===== src/rtl/core/tdt_pkg.sv =====
// shared types and constants of the two-phase task dispatcher
`default_nettype none
package tdt_pkg;

	localparam int TASKS_MAX  = 64;
	localparam int IDX_W      = 6;
	localparam int CNT_W      = 7;
	localparam int ADDR_W     = IDX_W + 1;
	localparam int DEPTH      = 2 * TASKS_MAX;
	localparam int WORKER_W   = 4;
	localparam int STATUS_W   = 2;
	localparam int CFG_IDX_W  = 1;
	localparam int TDATA_W    = 16;

	// entry status codes
	localparam logic [STATUS_W-1:0] ST_UNASSIGNED = 2'd0;
	localparam logic [STATUS_W-1:0] ST_PENDING    = 2'd1;
	localparam logic [STATUS_W-1:0] ST_COMPLETED  = 2'd2;

	// register indexes
	localparam logic [CFG_IDX_W-1:0] REG_MAP_COUNT    = 1'd0;
	localparam logic [CFG_IDX_W-1:0] REG_REDUCE_COUNT = 1'd1;

	// message and reply codes
	localparam logic REQ_TASK       = 1'b0;
	localparam logic REQ_DONE       = 1'b1;
	localparam logic KIND_MAP       = 1'b0;
	localparam logic KIND_REDUCE    = 1'b1;
	localparam logic REPLY_ASSIGNED = 1'b0;
	localparam logic REPLY_NONE     = 1'b1;

	// one worker message
	typedef struct packed {
		logic                req_type;
		logic [WORKER_W-1:0] worker;
		logic                kind;
		logic [IDX_W-1:0]    idx;
	} item_t;

	// one reply
	typedef struct packed {
		logic                code;
		logic [WORKER_W-1:0] worker;
		logic                kind;
		logic [IDX_W-1:0]    idx;
	} reply_t;

	// status table access from the sequencer
	typedef struct packed {
		logic                rd_en;
		logic [ADDR_W-1:0]   raddr;
		logic                wr_en;
		logic [ADDR_W-1:0]   waddr;
		logic [STATUS_W-1:0] wdata;
		logic                clr_map;
		logic                clr_reduce;
	} mem_req_t;

endpackage
`default_nettype wire


===== src/rtl/core/tdt_status_mem.sv =====
// status table of all map and reduce tasks, with per-entry valid bits
`default_nettype none
module tdt_status_mem (
	input  wire logic                          clk,
	input  wire logic                          arst_n,
	input  wire tdt_pkg::mem_req_t             req,
	output logic [tdt_pkg::STATUS_W-1:0]       rstatus
);

	logic [tdt_pkg::STATUS_W-1:0] mem [tdt_pkg::DEPTH];
	logic [tdt_pkg::DEPTH-1:0]    valid_q;
	logic [tdt_pkg::STATUS_W-1:0] rdata_q;
	logic                         rvalid_q;

	// storage array, registered read
	always_ff @(posedge clk) begin
		if (req.wr_en) begin
			mem[req.waddr] <= req.wdata;
		end
		if (req.rd_en) begin
			rdata_q <= mem[req.raddr];
		end
	end

	// valid bits: map tasks in the lower half, reduce tasks in the upper half
	always_ff @(posedge clk or negedge arst_n) begin
		if (!arst_n) begin
			valid_q  <= '0;
			rvalid_q <= 1'b0;
		end else begin
			if (req.clr_map) begin
				valid_q[tdt_pkg::TASKS_MAX-1:0] <= '0;
			end
			if (req.clr_reduce) begin
				valid_q[tdt_pkg::DEPTH-1:tdt_pkg::TASKS_MAX] <= '0;
			end
			if (req.wr_en) begin
				valid_q[req.waddr] <= 1'b1;
			end
			if (req.rd_en) begin
				rvalid_q <= valid_q[req.raddr];
			end
		end
	end

	// an entry never written reads as unassigned
	assign rstatus = rvalid_q ? rdata_q : tdt_pkg::ST_UNASSIGNED;

endmodule
`default_nettype wire


===== src/rtl/core/tdt_seq.sv =====
// sequencer: phase counts, table scan and completion handling
`default_nettype none
module tdt_seq (
	input  wire logic                          clk,
	input  wire logic                          arst_n,
	input  wire logic                          cfg_we,
	input  wire logic [tdt_pkg::CFG_IDX_W-1:0] cfg_index,
	input  wire logic [tdt_pkg::CNT_W-1:0]     cfg_wdata,
	input  wire logic                          in_valid,
	output logic                               in_ready,
	input  wire tdt_pkg::item_t                item,
	input  wire logic                          out_free,
	output logic                               res_load,
	output tdt_pkg::reply_t                    res,
	output tdt_pkg::mem_req_t                  mreq,
	input  wire logic [tdt_pkg::STATUS_W-1:0]  rstatus
);

	localparam logic [2:0] S_IDLE    = 3'd0;
	localparam logic [2:0] S_DONE_RD = 3'd1;
	localparam logic [2:0] S_DONE_CK = 3'd2;
	localparam logic [2:0] S_SCAN    = 3'd3;
	localparam logic [2:0] S_OUT     = 3'd4;

	localparam logic [tdt_pkg::CNT_W-1:0] CNT_MAX = tdt_pkg::CNT_W'(tdt_pkg::TASKS_MAX);
	localparam logic [tdt_pkg::CNT_W-1:0] CNT_ONE = tdt_pkg::CNT_W'(1);

	logic [2:0]                   state_q;
	logic [tdt_pkg::CNT_W-1:0]    map_cnt_q, red_cnt_q, map_rem_q, red_rem_q;
	logic [tdt_pkg::CNT_W-1:0]    ptr_q;
	logic [tdt_pkg::IDX_W-1:0]    chk_q;
	logic                         rdv_q;
	logic                         phase_q;
	logic                         kind_q;
	logic [tdt_pkg::IDX_W-1:0]    idx_q;
	tdt_pkg::reply_t              res_q;

	logic                         accept;
	logic [tdt_pkg::CNT_W-1:0]    cfg_clamped;
	logic [tdt_pkg::CNT_W-1:0]    cnt_cur;
	logic [tdt_pkg::CNT_W-1:0]    kind_cnt;
	logic                         in_range;
	logic                         hit, last, empty, issue;

	assign in_ready = (state_q == S_IDLE);
	assign accept   = in_valid && in_ready;
	assign cfg_clamped = (cfg_wdata > CNT_MAX) ? CNT_MAX : cfg_wdata;

	// scan bookkeeping for the phase being served
	assign cnt_cur  = phase_q ? red_cnt_q : map_cnt_q;
	assign hit      = rdv_q && (rstatus == tdt_pkg::ST_UNASSIGNED);
	assign last     = rdv_q && ((tdt_pkg::CNT_W'(chk_q) + CNT_ONE) == cnt_cur);
	assign empty    = !rdv_q && (ptr_q >= cnt_cur);
	assign issue    = (state_q == S_SCAN) && !hit && (ptr_q < cnt_cur);

	// range check of an incoming completion
	assign kind_cnt = item.kind ? red_cnt_q : map_cnt_q;
	assign in_range = tdt_pkg::CNT_W'(item.idx) < kind_cnt;

	assign res_load = (state_q == S_OUT) && out_free;
	assign res      = res_q;

	// status table requests
	always_comb begin
		mreq            = '0;
		mreq.clr_map    = cfg_we && (cfg_index == tdt_pkg::REG_MAP_COUNT);
		mreq.clr_reduce = cfg_we && (cfg_index == tdt_pkg::REG_REDUCE_COUNT);
		case (state_q)
			S_DONE_RD: begin
				mreq.rd_en = 1'b1;
				mreq.raddr = {kind_q, idx_q};
			end
			S_DONE_CK: begin
				mreq.wr_en = (rstatus != tdt_pkg::ST_COMPLETED);
				mreq.waddr = {kind_q, idx_q};
				mreq.wdata = tdt_pkg::ST_COMPLETED;
			end
			S_SCAN: begin
				mreq.rd_en = issue;
				mreq.raddr = {phase_q, ptr_q[tdt_pkg::IDX_W-1:0]};
				mreq.wr_en = hit;
				mreq.waddr = {phase_q, chk_q};
				mreq.wdata = tdt_pkg::ST_PENDING;
			end
			default: begin
			end
		endcase
	end

	// control sequencer and counters
	always_ff @(posedge clk or negedge arst_n) begin
		if (!arst_n) begin
			state_q   <= S_IDLE;
			map_cnt_q <= '0;
			red_cnt_q <= '0;
			map_rem_q <= '0;
			red_rem_q <= '0;
			ptr_q     <= '0;
			rdv_q     <= 1'b0;
		end else begin
			// configuration write: to be done only while idle, which the block itself does not enforce
			if (cfg_we && (cfg_index == tdt_pkg::REG_MAP_COUNT)) begin
				map_cnt_q <= cfg_clamped;
				map_rem_q <= cfg_clamped;
			end
			if (cfg_we && (cfg_index == tdt_pkg::REG_REDUCE_COUNT)) begin
				red_cnt_q <= cfg_clamped;
				red_rem_q <= cfg_clamped;
			end
			case (state_q)
				S_IDLE: begin
					if (accept) begin
						ptr_q <= '0;
						rdv_q <= 1'b0;
						if (item.req_type == tdt_pkg::REQ_DONE) begin
							if (in_range) begin
								state_q <= S_DONE_RD;
							end
						end else if ((map_rem_q != '0) || (red_rem_q != '0)) begin
							state_q <= S_SCAN;
						end
					end
				end
				S_DONE_RD: begin
					state_q <= S_DONE_CK;
				end
				S_DONE_CK: begin
					// repeated completion leaves everything as it is
					if (rstatus != tdt_pkg::ST_COMPLETED) begin
						if (kind_q == tdt_pkg::KIND_MAP) begin
							if (map_rem_q != '0) begin
								map_rem_q <= map_rem_q - CNT_ONE;
							end
						end else if (red_rem_q != '0) begin
							red_rem_q <= red_rem_q - CNT_ONE;
						end
					end
					state_q <= S_IDLE;
				end
				S_SCAN: begin
					rdv_q <= issue;
					if (issue) begin
						ptr_q <= ptr_q + CNT_ONE;
					end
					if (hit || last || empty) begin
						state_q <= S_OUT;
					end
				end
				S_OUT: begin
					if (out_free) begin
						state_q <= S_IDLE;
					end
				end
				default: begin
					state_q <= S_IDLE;
				end
			endcase
		end
	end

	// item and reply payload
	always_ff @(posedge clk) begin
		if (accept) begin
			kind_q     <= item.kind;
			idx_q      <= item.idx;
			res_q.worker <= item.worker;
			phase_q    <= (map_rem_q != '0) ? tdt_pkg::KIND_MAP : tdt_pkg::KIND_REDUCE;
		end
		if (issue) begin
			chk_q <= ptr_q[tdt_pkg::IDX_W-1:0];
		end
		if (state_q == S_SCAN) begin
			if (hit) begin
				res_q.code <= tdt_pkg::REPLY_ASSIGNED;
				res_q.kind <= phase_q;
				res_q.idx  <= chk_q;
			end else begin
				res_q.code <= tdt_pkg::REPLY_NONE;
				res_q.kind <= tdt_pkg::KIND_MAP;
				res_q.idx  <= '0;
			end
		end
	end

endmodule
`default_nettype wire


===== src/rtl/core/two_phase_task_dispatcher.sv =====
// Two-phase task dispatcher. Workers send task requests and completion reports
// on the slave stream; each request is answered on the master stream with the
// lowest unassigned map task while map work is unfinished, then with reduce
// tasks, or with a "no more tasks" reply; once all work is done a request gets
// no reply, and a completion never gets one. One message is handled at a time.
// A completion reads its table entry, then marks it completed (nothing when its
// index is out of range); a request scans up to count entries (count being the task
// count of the phase served, at most 64), or none when all work is done: the single
// read port of the status RAM examines one table entry per cycle. A request whose
// reply finds an earlier reply still waiting for the receiver stays in the block
// until that one leaves. Writing a task count resets that phase's entries at once
// through per-entry valid bits, so no clearing pass is needed after reset.
`default_nettype none
module two_phase_task_dispatcher (
	input  wire logic                           clk,
	input  wire logic                           arst_n,
	input  wire logic                           cfg_we,
	input  wire logic [tdt_pkg::CFG_IDX_W-1:0]  cfg_index,
	input  wire logic [tdt_pkg::CNT_W-1:0]      cfg_wdata,
	input  wire logic                           s_tvalid,
	output logic                                s_tready,
	// worker_id [3:0], done_kind [4], done_index [10:5], zero [15:11]
	input  wire logic [tdt_pkg::TDATA_W-1:0]    s_tdata,
	// req_type [0]
	input  wire logic                           s_tuser,
	output logic                                m_tvalid,
	input  wire logic                           m_tready,
	// dest_worker [3:0], task_kind [4], task_index [10:5], zero [15:11]
	output logic [tdt_pkg::TDATA_W-1:0]         m_tdata,
	// reply_code [0]
	output logic                                m_tuser
);

	localparam int PAD_W = tdt_pkg::TDATA_W - tdt_pkg::WORKER_W - 1 - tdt_pkg::IDX_W;

	tdt_pkg::item_t               item;
	tdt_pkg::reply_t              res;
	tdt_pkg::reply_t              m_res_q;
	tdt_pkg::mem_req_t            mreq;
	logic [tdt_pkg::STATUS_W-1:0] rstatus;
	logic                         res_load;
	logic                         out_free;
	logic                         m_valid_q;

	// unpack the incoming message
	assign item.req_type = s_tuser;
	assign item.worker   = s_tdata[tdt_pkg::WORKER_W-1:0];
	assign item.kind     = s_tdata[tdt_pkg::WORKER_W];
	assign item.idx      = s_tdata[tdt_pkg::WORKER_W+tdt_pkg::IDX_W:tdt_pkg::WORKER_W+1];

	tdt_seq u_seq (
		.clk       (clk),
		.arst_n    (arst_n),
		.cfg_we    (cfg_we),
		.cfg_index (cfg_index),
		.cfg_wdata (cfg_wdata),
		.in_valid  (s_tvalid),
		.in_ready  (s_tready),
		.item      (item),
		.out_free  (out_free),
		.res_load  (res_load),
		.res       (res),
		.mreq      (mreq),
		.rstatus   (rstatus)
	);

	tdt_status_mem u_mem (
		.clk     (clk),
		.arst_n  (arst_n),
		.req     (mreq),
		.rstatus (rstatus)
	);

	// output register
	assign out_free = !m_valid_q || m_tready;

	always_ff @(posedge clk or negedge arst_n) begin
		if (!arst_n) begin
			m_valid_q <= 1'b0;
		end else if (res_load) begin
			m_valid_q <= 1'b1;
		end else if (m_tready) begin
			m_valid_q <= 1'b0;
		end
	end

	always_ff @(posedge clk) begin
		if (res_load) begin
			m_res_q <= res;
		end
	end

	assign m_tvalid = m_valid_q;
	assign m_tuser  = m_res_q.code;
	assign m_tdata  = {{PAD_W{1'b0}}, m_res_q.idx, m_res_q.kind, m_res_q.worker};

endmodule
`default_nettype wire


===== config.mk =====
export PLATFORM = sky130hd
export DESIGN_NAME = two_phase_task_dispatcher
export DESIGN_NICKNAME = d
export VERILOG_FILES = /design/src/rtl/core/tdt_pkg.sv /design/src/rtl/core/tdt_status_mem.sv /design/src/rtl/core/tdt_seq.sv /design/src/rtl/core/two_phase_task_dispatcher.sv
export SDC_FILE = /design/constraint.sdc
export NUM_CORES = 1
export LEC_CHECK = 0
export BUFFER_PORTS_ARGS = -buffer_cell sky130_fd_sc_hd__buf_2
export CAP_MARGIN = 5
export CORE_MARGIN = 1.5
export CORE_UTILIZATION = 55
export CTS_BUF_LIST = sky130_fd_sc_hd__clkbuf_4 sky130_fd_sc_hd__clkbuf_8
export DETAILED_ROUTE_END_ITERATION = 10
export GPL_TIMING_DRIVEN = 0
export MAX_ROUTING_LAYER = met4
export PLACE_DENSITY = 0.71
export SKIP_CTS_REPAIR_TIMING = 1
export SYNTH_ARGS = -nofsm -noshare
export SYNTH_HDL_FRONTEND = slang
export SYNTH_HIERARCHICAL = 1
export SYNTH_SLANG_ARGS = --single-unit

===== constraint.sdc =====
create_clock -name clk -period 11.71 [get_ports clk]
set_input_delay 1.171 -clock clk [delete_from_list [all_inputs] [get_ports clk]]
set_output_delay 1.171 -clock clk [all_outputs]
set_load 0.02 [all_outputs]

==> reports/metrics.yaml, run 1 <==
crit_path_start_kind: "flip-flop"
num_rows: 70
leakagePower_nw: 8.75
slew_headroom: 0.318
power_frac_seq: 0.436
die_y_um: 195
synth_top_family_by_area: "multiplexers"
io_buffers: 38
powerDensity_nw_per_um2: 207
drv_slew: 0
design_area_um2: 22700
fill_cells: 2710
synthAdderAreaFrac: 0.00991
htree_num_levels: 3
gp_congestion: 0.903
fin_setup_tns_ps: 0
hp-class: "reg2reg"
antenna_left: 0
root_buffer: "clkbuf_8"
worst-path-max-fanout: 11
synth_area_per_cell_um2: 14.6
drc_errors: 0
cpPeakStageDelay_ps: 550
fmax_ghz: 0.206
drive_gt1_frac: 0.203
finalHoldViolations: 0
ir_drop_uv: 118
grt_pass1_wl_um: 75500
wl_met3_um: 4560
post-synth-top-count-cell: "edfxtp_1"
postPlaceCellArea_um2: 21100
power_frac_clock: 0.304
finalWirelength_um: 49300
routedWlPerCell_um: 24.2
power_frac_comb: 0.260
synth_area_leaders: "edfxtp_1 (44%), dfrtp_1 (21%), mux4_2 (12%), nor2_1 (3.0%), a21o_1 (2.7%)"
highest_layer: "met4"
io_pins: 49
drt-pass1-iter-count: 7
synth.cells.most_frequent: "edfxtp_1 (296), dfrtp_1 (169), nor2_1 (163)"
path_class: "reg2reg"
synth_compound_gate_area_share: 0.0811
crit_required_ps: 12200
crit_path_frequent_cell: "a21oi_1"
async_flop_share: 0.363
ys.flop_type: "edfxtp_1"
grt_overflow_total: 0
areaGrowthSynthToFinish_pct: 12.2
rsz0062_at_grt: "no"
grt_pass1_vias: 12698
syn_area_um2: 20200
fp.coreArea_um2: 36300
skew_ps: 29.8
grt_max_degree: 123
fin_nets: 1552
ys_ff_latch: 465
crit_chain: "buf_2 -> mux2i_1 -> ha_1 -> a21oi_1 -> o21ai_0 -> or3_4 -> buf_6 -> nor2_1 -> inv_1 -> a21oi_1 -> nand2b_1 -> a2111oi_0 -> o41ai_1 -> nor4_1 -> nor3_1"
cp-end-kind: "flip-flop"
grtUsageTotal: 0.278
p_switching_w: 0.00149
cts_tree: "done"
synthCells: 1383
fp.dieArea_um2: 37900
synth_xor_xnor_area_share: 0.00780
ys_seq_area_frac: 0.649
crit_arrival_ps: 5350
p_int_w: 0.00321
cts_buffers: 76
synth_edf_count: 296
synth.top_cell.area_share: 0.440
p_sw_frac: 0.318
wl_met1_um: 20400
path_clk_slew_ps: 60
hpwl_um: 33600
antenna_found_initial: 1
wl_met2_um: 23000
drt_iter0_drc: 1326
yosys.area.top_type: "edfxtp_1"
critical-path-slowest-cell: "nor2_1"
cts_buffer_depth: 3
numClockSinks: 465
via_per_inst: 6.16
yosys_warnings: 6
status: "finished, final reports clean"
setup-violations-final: 0
die_x_um: 195
tightest_slew_ps: 1020
yosys.cell_types.count: 64
start_util: 0.556
muxShareOfSynthArea: 0.140
clk_latency_ps: 630
fin_crit_sh: 0.415
cap_violations: 0
post-route-min-period_ps: 4860
synth-simple-area-share: 0.0744
vias: 12539
[layer usage]
| layer | vias up | global-route usage |
|---|---|---|
| met5 | - | - |
| li1 | 5470 | - |
| met1 | 6393 | 0.378 |
| met3 | 103 | 0.0595 |
| met2 | 573 | 0.421 |
| met4 | 0 | 0.0975 |
[through the flow]
stage                     power (W)  instances  hold WS (ps)   util  setup slack (ps)
after floorplan             0.00286       1387           400      -              7300
after global placement      0.00327       1893           402  0.578              4540
after detailed placement    0.00329       1896           405  0.580              7030
after CTS                   0.00473       2036           416  0.624              7020
after global routing        0.00491       2037           427  0.624              6550
final                       0.00470       2037           419  0.624              6850
[registers in the layout, indices dropped and copies added (netlist names), 2 cells and up]
signal / count
u_mem/mem: 256
u_mem/valid_q: 128
u_seq/res: 12
m_tdata: 11
u_seq/map_cnt_q: 7
u_seq/map_rem_q: 7
u_seq/ptr_q: 7
u_seq/red_cnt_q: 7
u_seq/red_rem_q: 7
u_seq/chk_q: 6
u_seq/idx_q: 6
u_seq/state_q: 3
u_mem/rdata_q: 2
[critical path, delay by kind of cell (launching register included)]
kind	cells	cell delay (ps)
AO/OA/AOI/OAI	5	1500
adder cells (fa/ha/maj)	1	330
buffers and inverters	3	550
flip-flops	1	310
multiplexers	1	450
AND/OR/NAND/NOR	5	1610
[cell usage in the layout (no fill, tap or decap), types with 44 or more instances in the layout]
cell      count
a21o_1       73
buf_2        47
clkbuf_1     50
clkbuf_8     90
dfrtp_1     169
edfxtp_1    296
inv_1        81
mux2i_1      44
mux4_2      104
nand2_1      48
nor2_1      163
o22ai_1      66
[cell families after synthesis]
kind of cell / Yosys count
compound gates: 239
fa+ha+maj: 16
other cells: 1
flops: 465
mux: 152
buf+inv: 173
xor+xnor: 18
simple gates: 319
[final timing paths]
path / startpoint / endpoint / slack (ps) / depth (start not counted)
setup / recovery: u_seq/phase_q$_DFFE_PP_ / u_mem/rvalid_q$_DFFE_PN0P_ / 6850 / 15
hold / removal: u_seq/res[5]$_SDFFCE_PN0P_ / m_tdata[10]$_DFFE_PP_ / 420 / 0
setup reg to reg: u_seq/phase_q$_DFFE_PP_ / u_mem/rvalid_q$_DFFE_PN0P_ / 6850 / 15
hold reg to reg: u_seq/res[5]$_SDFFCE_PN0P_ / m_tdata[10]$_DFFE_PP_ / 420 / 0
max in group asynchronous: arst_n / u_mem/valid_q[78]$_DFF_PN0_ / 10300 / 2
min in group asynchronous: arst_n / u_mem/valid_q[120]$_DFF_PN0_ / 450 / 1
[power groups by stage]
| stage | registers [W] | clock network [W] | logic [W] |
|---|---|---|---|
| after global routing | 0.00206 | 0.00154 | 0.00131 |
| final | 0.00205 | 0.00143 | 0.00122 |
| after detailed placement | 0.00208 | 0 | 0.00121 |
| after CTS | 0.00205 | 0.00146 | 0.00121 |
| after global placement | 0.00210 | 0 | 0.00117 |
| after floorplan | 0.00207 | 0 | 0.000797 |
[final cells by class]
class,instances,area (um2),share of cell area
Buffer,89,448,0.0198
Multi-Input combinational cell,749,6340,0.280
Timing Repair Buffer,41,283,0.0125
Clock buffer,116,1430,0.0632
Tap cell,468,586,0.0258
Clock inverter,24,141,0.00624
Inverter,84,318,0.0140
Antenna cell,1,2.50,0.000110
Sequential cell,465,13100,0.579
No activity file was read; power rests on OpenSTA's default activity.
==> run 2: changes to the inputs <==
Settings changed: PLACE_DENSITY 0.71 to 0.74.
Clock period 11.71 ns to 4.2 ns, I/O delays scaled along.
==> run 2 against run 1 <==
Maximum frequency increased by 17%. Wire length increased by 1.0%. Critical endpoint unchanged. Core utilization increased by 0.31 points. Largest power group unchanged. Highest routed layer unchanged. Cell area increased by 0.50%. Via count increased by 0.40%. Register-to-register slack got worse by 6800 ps.
==> reports/metrics.yaml, run 2 (synthesis results as in run 1) <==
vias: 12589
crit_path_start_kind: "flip-flop"
drive_gt1_frac: 0.213
num_rows: 70
via_per_inst: 6.16
largest-register: "u_mem/mem"
fin_cells: 2044
numClockSinks: 465
utilization: 0.627
leakagePower_nw: 8.82
crit_path_start: "u_seq/phase_q$_DFFE_PP_"
start_util: 0.556
cts_buffer_depth: 3
areaGrowthSynthToFinish_pct: 12.8
cts_tree: "done"
status: "finished, final reports clean"
r2r-end: "u_mem/rvalid_q$_DFFE_PN0P_"
clk_latency_ps: 630
finalHoldViolations: 0
path_clk_slew_ps: 60
crit_end: "u_mem/rvalid_q$_DFFE_PN0P_"
power_frac_comb: 0.263
largest_reg_flops: 256
fp.dieArea_um2: 37900
fp.coreArea_um2: 36300
root_buffer: "clkbuf_8"
drc_errors: 0
routedWlPerCell_um: 24.4
slew_headroom: 0.344
power_frac_clock: 0.304
cp-end-kind: "flip-flop"
skew_ps: 37.5
grtUsageTotal: 0.278
fin_crit_sh: 0.987
antenna_left: 0
hp-class: "in2reg"
io_pins: 49
rsz0062_at_grt: "yes"
grt_pass1_vias: 12754
cap_violations: 0
htree_num_levels: 3
reg2reg_from: "u_seq/phase_q$_DFFE_PP_"
cts_buffers: 75
post-route-min-period_ps: 4140
r2r_setup_slack_ps: 60
powerDensity_nw_per_um2: 578
grt_overflow_total: 0
die_x_um: 195
ir_drop_uv: 333
hpwl_um: 33300
finalWirelength_um: 49800
hold-worst-slack_ps: 21.5
p_sw_frac: 0.319
drt-pass1-iter-count: 6
fin_nets: 1560
grt_max_degree: 122
fmax_ghz: 0.241
power_frac_seq: 0.432
crit_chain: "buf_2 -> mux2i_2 -> ha_1 -> a21oi_1 -> o21ai_0 -> or3_4 -> buf_6 -> nor2_4 -> inv_1 -> a21oi_2 -> nand2b_1 -> a2111oi_0 -> o41ai_1 -> nor4_1 -> nor3_1"
critical-path-slowest-cell: "or3_4"
r2r.worst_path.cells: 15
tightest_slew_ps: 984
die_y_um: 195
crit_required_ps: 4700
antenna_found_initial: 0
drt_iter0_drc: 1351
grt_pass1_wl_um: 75700
crit_arrival_ps: 4650
path_class: "reg2reg"
drv_slew: 0
cpPeakStageDelay_ps: 400
io_buffers: 38
place_inst: 1896
p_int_w: 0.00897
design_area_um2: 22800
setup-violations-final: 0
worst-path-max-fanout: 11
mostFrequentLayoutCells: "edfxtp_1 (296), dfrtp_1 (169), nor2_1 (161), mux4_2 (104), clkbuf_8 (83)"
p_switching_w: 0.00421
layout_commonest_cell: "edfxtp_1"
n_antenna_cell: 0
postPlaceCellArea_um2: 21100
gp_congestion: 0.933
==> run 2: cell types whose count changed in the layout (fill, tap and decap cells not counted), moves of 4 or more <==
cell | previous run | this run
clkbuf_4 | 27 | 36
clkinv_1 | 14 | 6
clkbuf_8 | 90 | 83
dlygate4sd3_1 | 0 | 9
buf_1 | 9 | 5
clkbuf_2 | 0 | 6
clkinv_2 | 4 | 8
==> run 2: how the worst min path moves through the flow <==
stage	start	to	depth (start not counted)
final	s_tdata[6]	u_seq/idx_q[1]$_DFFE_PP_	1
after global routing	s_tdata[7]	u_seq/idx_q[2]$_DFFE_PP_	1
after CTS	arst_n	u_seq/map_rem_q[1]$_DFF_PN0_	1
after detailed placement	arst_n	u_seq/red_rem_q[2]$_DFF_PN0_	1
after global placement	u_seq/res[6]$_SDFFCE_PN0P_	m_tdata[4]$_DFFE_PP_	0
after floorplan	arst_n	m_tvalid$_DFFE_PN0P_	0
==> run 2: layout make-up <==
| cell class | count | area, um2 |
|---|---|---|
| clock inverters | 21 | 163 |
| plain buffers | 89 | 455 |
| clock buffers | 118 | 1410 |
| multi-input cells | 749 | 6370 |
| well taps | 468 | 586 |
| fillers | 2623 | 13600 |
| repair buffers | 50 | 373 |
| flip-flops and latches | 465 | 13100 |
| inverters | 84 | 323 |
==> run 2: worst max-delay path, delay by kind of cell, from the launching register on <==
family                   cells  cell delay [ps]
buffers and inverters        3              590
flip-flops                   1              310
AND/OR/NAND/NOR              5             1260
AO/OA/AOI/OAI                5             1180
adder cells (fa/ha/maj)      1              310
multiplexers                 1              380
==> run 2: power by group through the flow <==
stage                     registers [W]  clock network, W  logic [W]
after CTS                       0.00569           0.00409    0.00339
after detailed placement        0.00578                 0    0.00337
after global routing            0.00573           0.00429    0.00368
after global placement          0.00582                 0    0.00324
final                           0.00570           0.00401    0.00347
after floorplan                 0.00575                 0    0.00222
==> run 2: per-layer routing <==
layer,GRT usage,vias to the layer above,share of wire
li1,-,5474,-
met5,-,-,0
met3,0.0606,129,0.084
met4,0.0995,0,0.031
met1,0.369,6399,0.40
met2,0.429,587,0.48
==> run 2: per-stage QoR <==
stage	setup WS, ps	total power, W	setup TNS (ps)
floorplan	700	0.00797	0
global placement	-1060	0.00906	-228490
detailed placement	-474	0.00915	-3510
CTS	-502	0.0132	-5960
global route	-84.7	0.0137	-84.7
finish	55.9	0.0132	0
==> run 3: changes to the inputs <==
Settings changed: BUFFER_PORTS_ARGS -buffer_cell sky130_fd_sc_hd__buf_2 to not set, DONT_BUFFER_PORTS set to 1, GPL_ROUTABILITY_DRIVEN set to 0, PLACE_DENSITY 0.74 to 0.78.
==> run 3 against run 2 <==
Total power down 1.7%. Flip-flop and latch count unchanged. Setup slack better by 70 ps. Largest power group unchanged.
==> reports/metrics.yaml, run 3 (synthesis results as in run 1) <==
whs_path_depth: 3
grt_pass1_wl_um: 73800
fp.coreArea_um2: 36300
leakagePower_nw: 8.64
dp_slack_ps: -392
crit_required_ps: 4460
place_inst: 1857
grtUsageTotal: 0.270
skew_ps: 18.2
mostFrequentLayoutCells: "edfxtp_1 (296), dfrtp_1 (169), nor2_1 (162), mux4_2 (104), clkbuf_8 (83)"
crit_path_frequent_cell: "nor2_1"
grt_max_degree: 170
fin_cells: 2012
power_w: 0.0130
reg2reg_from: "u_seq/state_q[2]$_DFFE_PN0P_"
setup-violations-final: 0
clk_latency_ps: 630
tightest_slew_ps: 1070
crit_chain: "nand2b_1 -> buf_6 -> or2_4 -> inv_4 -> a31oi_1 -> nor2_1 -> nor2b_1 -> nand2_1 -> clkbuf_1 -> nor2_1"
status: "finished, final reports clean"
power_frac_seq: 0.441
cp-end-kind: "flip-flop"
cap_violations: 0
io_buffers: 0
fin_crit_sh: 0.970
grtUsageMet3: 0.0630
n_antenna_cell: 0
worst-path-max-fanout: 45
powerDensity_nw_per_um2: 574
crit_arrival_ps: 4340
critical-path-slowest-cell: "nor2b_1"
r2r_setup_slack_ps: 130
cts_buffer_depth: 3
finalHoldViolations: 0
drt-pass1-iter-count: 6
drv_slew: 0
drt_iter0_drc: 1360
antenna_found_initial: 0
hpwl_um: 32300
layout_commonest_cell: "edfxtp_1"
cts_tree: "done"
path_class: "reg2reg"
p_switching_w: 0.00414
htree_num_levels: 3
die_x_um: 195
hp-class: "in2reg"
r2r-end: "u_mem/mem[108][1]$_DFFE_PP_"
rsz0062_at_grt: "no"
fin_nets: 1528
die_y_um: 195
r2r.worst_path.cells: 10
p_sw_frac: 0.320
fin_ws_ps: 126
fin_setup_tns_ps: 0
busiest_layer: "met2"
utilization: 0.622
finalWirelength_um: 48100
start_util: 0.556
post-route-min-period_ps: 4070
antenna_left: 0
largest_reg_flops: 256
io_pins: 49
grt_use_met2: 0.417
num_rows: 70
ir_drop_uv: 389
use_met1: 0.345
cpPeakStageDelay_ps: 520
drc_errors: 0
slew_headroom: 0.287
routedWlPerCell_um: 23.9
crit_path_start_kind: "flip-flop"
areaGrowthSynthToFinish_pct: 11.8
fill_cells: 2561
hold_end: "u_seq/state_q[1]$_DFFE_PN0P_"
cts_buffers: 75
worstHoldStart: "s_tuser"
path_clk_slew_ps: 60
grt_pass1_vias: 12825
power_frac_comb: 0.261
p_int_w: 0.00882
grt_overflow_total: 0
fp.dieArea_um2: 37900
power_frac_clock: 0.299
fmax_ghz: 0.245
root_buffer: "clkbuf_8"
vias: 12496
largest-register: "u_mem/mem"
drive_gt1_frac: 0.187
numClockSinks: 465
via_per_inst: 6.21
[run 3: cell count changes in the layout (fill, tap and decap cells not counted), sizes merged]
cell and delta:
clkbuf -9, clkinvlp +2, buf -38, inv -1, clkinv +9, dlygate4sd3 +6
bufinv -1
[run 3: through the flow]
stage	hold WS (ps)	instance area, um2
2_1_floorplan	124	20200
3_3_place_gp	127	20800
3_5_place_dp	127	20900
4_1_cts	-562	22400
5_1_grt	21.3	22600
6_report	40.8	22600
[run 3: worst max-delay path by stage]
stage                                        to  slack (ps)  depth (start not counted)                         start
floorplan            u_mem/rvalid_q$_DFFE_PN0P_         700                         15       u_seq/phase_q$_DFFE_PP_
global placement    u_mem/mem[109][0]$_DFFE_PP_       -1110                         10  u_seq/state_q[2]$_DFFE_PN0P_
detailed placement   u_mem/rvalid_q$_DFFE_PN0P_        -390                         15       u_seq/phase_q$_DFFE_PP_
CTS                  u_mem/rvalid_q$_DFFE_PN0P_        -450                         15       u_seq/phase_q$_DFFE_PP_
global route        u_mem/mem[109][1]$_DFFE_PP_          20                         10  u_seq/state_q[2]$_DFFE_PN0P_
finish              u_mem/mem[108][1]$_DFFE_PP_         130                         10  u_seq/state_q[2]$_DFFE_PN0P_
[run 3: metal layers]
metal | vias to the layer above | part of all wire
met1 | 6278 | 0.38
li1 | 5411 | -
met4 | 0 | 0.041
met2 | 657 | 0.47
met5 | - | 0
met3 | 150 | 0.11
[run 3: area by class of cell]
type | count | area [um2] | share of cell area
Sequential cell | 465 | 13100 | 0.581
Inverter | 84 | 318 | 0.0141
Tap cell | 468 | 586 | 0.0259
Multi-Input combinational cell | 749 | 6370 | 0.282
Clock buffer | 109 | 1340 | 0.0592
Timing Repair Buffer | 18 | 233 | 0.0103
Buffer | 89 | 454 | 0.0201
Clock inverter | 30 | 176 | 0.00781
[run 3: worst max-delay path: cells and delay by family (launching register included)]
kind	cells	cell delay, ps
compound gates	1	160
simple gates	6	2200
flops	1	430
buf+inv	3	910
[run 3: power by group through the flow]
| stage | clock, W | combinational [W] | sequential [W] |
|---|---|---|---|
| 6_report | 0.00387 | 0.00338 | 0.00571 |
| 5_1_grt | 0.00415 | 0.00360 | 0.00574 |
| 4_1_cts | 0.00394 | 0.00327 | 0.00570 |
| 3_5_place_dp | 0 | 0.00327 | 0.00579 |
| 3_3_place_gp | 0 | 0.00313 | 0.00583 |
| 2_1_floorplan | 0 | 0.00222 | 0.00575 |
